==> src/hdl/aes_ram.sv <==
`timescale 1ns / 1ps
// ----------------------------------------------------------------------------
// Generic RAM
// Single write port, single read port, registered read data.
// ----------------------------------------------------------------------------
module aes_ram #(
  parameter int WIDTH = 128,
  parameter int DEPTH = 15
) (
  input  logic                     clk,
  input  logic                     we,
  input  logic [$clog2(DEPTH)-1:0] waddr,
  input  logic [WIDTH-1:0]         wdata,
  input  logic [$clog2(DEPTH)-1:0] raddr,
  output logic [WIDTH-1:0]         rdata
);

  logic [WIDTH-1:0] mem [DEPTH];
  logic [WIDTH-1:0] rdata_r;

  always_ff @(posedge clk) begin
    if (we) begin
      mem[waddr] <= wdata;
    end
    rdata_r <= mem[raddr];
  end

  assign rdata = rdata_r;

endmodule

==> config.mk <==
export PLATFORM = sky130hd
export DESIGN_NAME = aes_ram
export DESIGN_NICKNAME = d
export VERILOG_FILES = /design/src/hdl/aes_ram.sv
export SDC_FILE = /design/constraint.sdc
export NUM_CORES = 2
export LEC_CHECK = 0
export BUFFER_PORTS_ARGS = -buffer_cell sky130_fd_sc_hd__buf_2
export CORE_MARGIN = 2
export CORE_UTILIZATION = 60
export CTS_BUF_LIST = sky130_fd_sc_hd__clkbuf_8
export DETAILED_ROUTE_END_ITERATION = 12
export PLACE_DENSITY = 0.81
export REMOVE_ABC_BUFFERS = 1
export SLEW_MARGIN = 5
export SYNTH_ARGS = -nofsm -noshare
export SYNTH_HDL_FRONTEND = slang
export SYNTH_SLANG_ARGS = --single-unit
==> constraint.sdc <==
create_clock -name clk -period 22.6 [get_ports clk]
set_clock_uncertainty 0.2 [all_clocks]
set_input_delay 3.39 -clock clk [delete_from_list [all_inputs] [get_ports clk]]
set_output_delay 3.39 -clock clk [all_outputs]
set_load 0.01 [all_outputs]
# Word level (Yosys, flattened, before mapping)
# Memory sizes are Yosys's and may differ from the RTL's. A register that Yosys moved wholly into a read port is not among the register bits.
# Cells that the tools add are included.
classes:
  add_sub_neg: 0
  multipliers: 0
  n_div: 0
  order_cmp: 0
  n_eq_ne: 0
  n_shift: 0
  mux: 2
  n_bitwise: 0
  n_reduce_logical: 0
ops:
  columns: ["op", "count"]
  rows:
  - ["two-way mux 1 bit", 2]
totals:
  register_bits: 0
  latch_bits: 0
  ramBits: 1920
  mem_bits_ro: 0
  input_bits: 138
  wordCells: 3
  mem_count: 1
mem_list:
  columns: ["memory", "depth", "word_bits", "rd", "rd_ports_with_merged_regs", "write_ports", "line_no", "rtl"]
  rows:
  - ["mem", 15, 128, 1, 1, 1, "18", "logic [WIDTH-1:0] mem [DEPTH];"]

# Logic depth before layout (Yosys ltp)
depth:
  depth_word: 2
  depth_mapped: 8
  depth_no_buf: 4

# Least setup slack after synthesis
# OpenSTA, ideal clock, no wires.
synth_timing:
  path_type: "input to register"
  startpoint: "input port waddr[2]"
  endpoint: "memory mem[0][0], enable pin"
  arrival_ns: 12.543
  slack_ns: 9.083
  path_stages: 2
  path_buffers: 0
  cell_sequence: "or3b_2 -> nor3_1"
synth_rtl:
  columns: ["item", "line_no", "rtl"]
  rows:
  - ["start: declaration", "12", "input logic [$clog2(DEPTH)-1:0] waddr,"]
  - ["end: declaration", "18", null]
# Straight into the memory's write port.

==> flow_summary.yaml <==
pwr:
  p_clk_share_pct: 37.8
  pwr_density_cell_nw_per_um2: 88.8
  p_int_mw: 5.87
  ir_worst_vdd_mv: 0.0685
  pwr-share-comb_pct: 5.1
  swShare_pct: 21.9
  leakage_nw: 28.6
  pwr-share-seq_pct: 57.0
  switchingPower_mw: 1.64
timing:
  fin_crit_ns: 6.32
  finalHoldViolCount: 0
  worstMarginPinSlew_ns: 1.19
  fin_crit_sh_pct: 28.0
  slew-limit-headroom_pct: 20.8
  setup_viol: 0
  setup_tns_ns: 0
  fmax_mhz: 158
  grt_setup_unrepaired: "no"
  drv_slew: 0
clock_tree:
  clock-sinks: 2048
  ctsResizeCount: 0
  ctsHoldBuffers: 0
  numCtsBuffers: 325
  clock_path_buffers: 4
  cts_tree: "done"
  insertion_delay_ns: 1.00
  clkTransAtPathRegs_ns: 0.06
  post-cts-setup-buffers: 0
  htree_levels: 5
  cts_root_buf: "clkbuf_8"
floorplanning:
  die_x_um: 359
  fp.coreArea_um2: 125000
  die_h_um: 359
  io_pins: 266
  die_area_um2: 129000
  num_rows: 130
  start_util_pct: 60.3
critical_path:
  crit_type: "in -> reg"
  worstReg2RegEnd: "rdata[28]"
  rrSetupSlack_ns: 20.96
  required_ns: 23.23
  path_cells: "buf_8, buf_4, buf_4, mux4_2, a22oi_1, o211ai_1"
  r2r_cells: 3
  cp_slowest_cell: "buf_4"
  path_common_cell: "buf_4"
  regToRegStartpoint: "mem[2][28]"
  crit_path_end: "rdata[23]"
  end_kind: "flop"
  startpoint_type: "input port"
  crit_path_max_fanout: 87
  critPathMaxStageDelay_ns: 0.94
  crit_start: "raddr[0]"
  crit_arrival_ns: 6.94
route:
  wl_per_cell_um: 28.4
  drc: 0
  drt_wl_total_mm: 172
  dr.pass1.iters: 5
  drt-vias-per-instance: 6.30
  final_antenna_net_count: 0
  drt_iter0_drc: 4021
  vias: 38145
logic_synthesis:
  avgSynthCellArea_um2: 20.5
  yosys_warnings: 0
  syn_inst: 3682
  synth-seq-cells: 2048
  netlist_area_um2: 75700
  ys_seq_area_share_pct: 79.6
  synthDistinctLibCells: 31
placement:
  placedCellCount: 5467
  gp_congestion: 0.746
  hpwlAfterDp_mm: 85.2
  port_buffers: 265
job:
  drv_cap: 0
global_routing:
  grt_pass1_vias: 39113
  track_usage_pct: 26.7
  antenna_found_initial: 40
  grt_pass1_wl_mm: 251
  grt_overflow: 0
  grt_start_max_net_pins: 116
final_layout:
  layout_commonest_cell: "edfxtp_1"
  final_cell_mix: "1,920 x edfxtp_1, 360 x mux2i_1, 355 x clkbuf_8"
  syn_to_final_growth_pct: 11.7
  drive_gt1_share_pct: 23.3
  finalNonFillerCells: 6059
  layout.nets: 4282
run_status:
  status: "completed"
hold_path:
  hold_path_class: "reg -> reg"
==> critical path, delay by kind of cell <==
family	cells	cell delay (ns)
mux	1	0.60
buf+inv	3	2.42
compound gates	2	0.36
==> per-layer routing <==
layer | part of all wire [%] | global-route usage [%] | wire [um]
met5 | 0.066 | 0 | 114
met4 | 3.3 | 10.4 | 5630
met3 | 9.5 | 6.06 | 16400
met2 | 50 | 44.3 | 86900
met1 | 37 | 34.8 | 63300
==> power by group through the flow <==
| stage | logic (mW) | clock network, mW | registers, mW |
|---|---|---|---|
| global placement | 0.375 | 0 | 4.36 |
| floorplan | 0.168 | 0 | 4.37 |
| CTS | 0.388 | 2.89 | 4.28 |
| detailed placement | 0.386 | 0 | 4.36 |
| global route | 0.414 | 3.04 | 4.29 |
| finish | 0.386 | 2.84 | 4.28 |
==> cells in the mapped netlist <==
master    number  area share, %
o211ai_1      12           0.12
edfxtp_1    1920             76
dfxtp_1      128            3.4
a31oi_1      116           0.96
clkinv_1       1         0.0050
o21ai_0       13          0.086
or3b_2         1          0.012
buf_4         50           0.50
buf_2         55           0.36
and2b_1        1         0.0099
or2_1          1         0.0083
o21ai_1      103           0.68
a21oi_1       12          0.079
nor2_1        31           0.15
o22ai_1      116           0.96
buf_6         22           0.33
mux2i_1      360            4.8
nor2b_1        1         0.0083
mux4_2       268            8.0
nand3_1        1         0.0066
nor2_2         1         0.0083
inv_2          1         0.0050
or2_2          1         0.0083
nand3b_1       2          0.020
clkbuf_1      69           0.34
nand2_1      130           0.64
inv_1          1         0.0050
nor3_1         4          0.026
a22oi_1      128            1.3
buf_1         11          0.055
nand2b_1     122            1.0
==> kinds of logic (layout without fill, tap and decap cells) <==
family | after synthesis | count (layout) | share of synthesized area, %
mux | 628 | 628 | 12.7
simple gates | 296 | 296 | 1.92
compound gates | 500 | 500 | 4.15
other cells | 0 | 25 | 0
buf+inv | 210 | 912 | 1.60
flops | 2048 | 2048 | 79.6
==> metrics by stage <==
stage	total power [mW]	setup WS (ns)	cell area [um2]	util, %	hold WS [ns]
after CTS	7.56	16.32	84500	67.4	0.363
after global routing	7.75	16.09	84500	67.4	0.369
after floorplan	4.53	9.08	74500	-	0.320
after detailed placement	4.75	15.24	78600	62.7	0.352
final	7.51	16.28	84500	67.4	0.357
after global placement	4.73	15.30	78600	62.7	0.334
==> registers in the layout, indices dropped and copies added, names as in the netlist <==
name / cells
mem: 1920
rdata: 128
==> area by class of cell <==
class                      count  area [um2]
timing repair buffer         342        1980
antenna                       25        62.6
fill                        7579       40900
tap                         1650        2060
inverter                       3        16.3
sequential                  2048       60200
clock inverter               212         942
clock buffer                 355        4890
multi-input combinational   1424       14400
==> worst min-delay path by stage <==
stage,slack (ns),start,cells past startpoint,endpoint
after global placement,0.33,mem[14][57],2,rdata[57]
after global routing,0.37,mem[14][45],2,rdata[45]
final,0.36,mem[14][45],2,rdata[45]
after CTS,0.36,mem[14][45],2,rdata[45]
after detailed placement,0.35,mem[14][89],2,rdata[89]
after floorplan,0.32,mem[14][109],2,rdata[109]
Power figures use the tool's default switching activity.
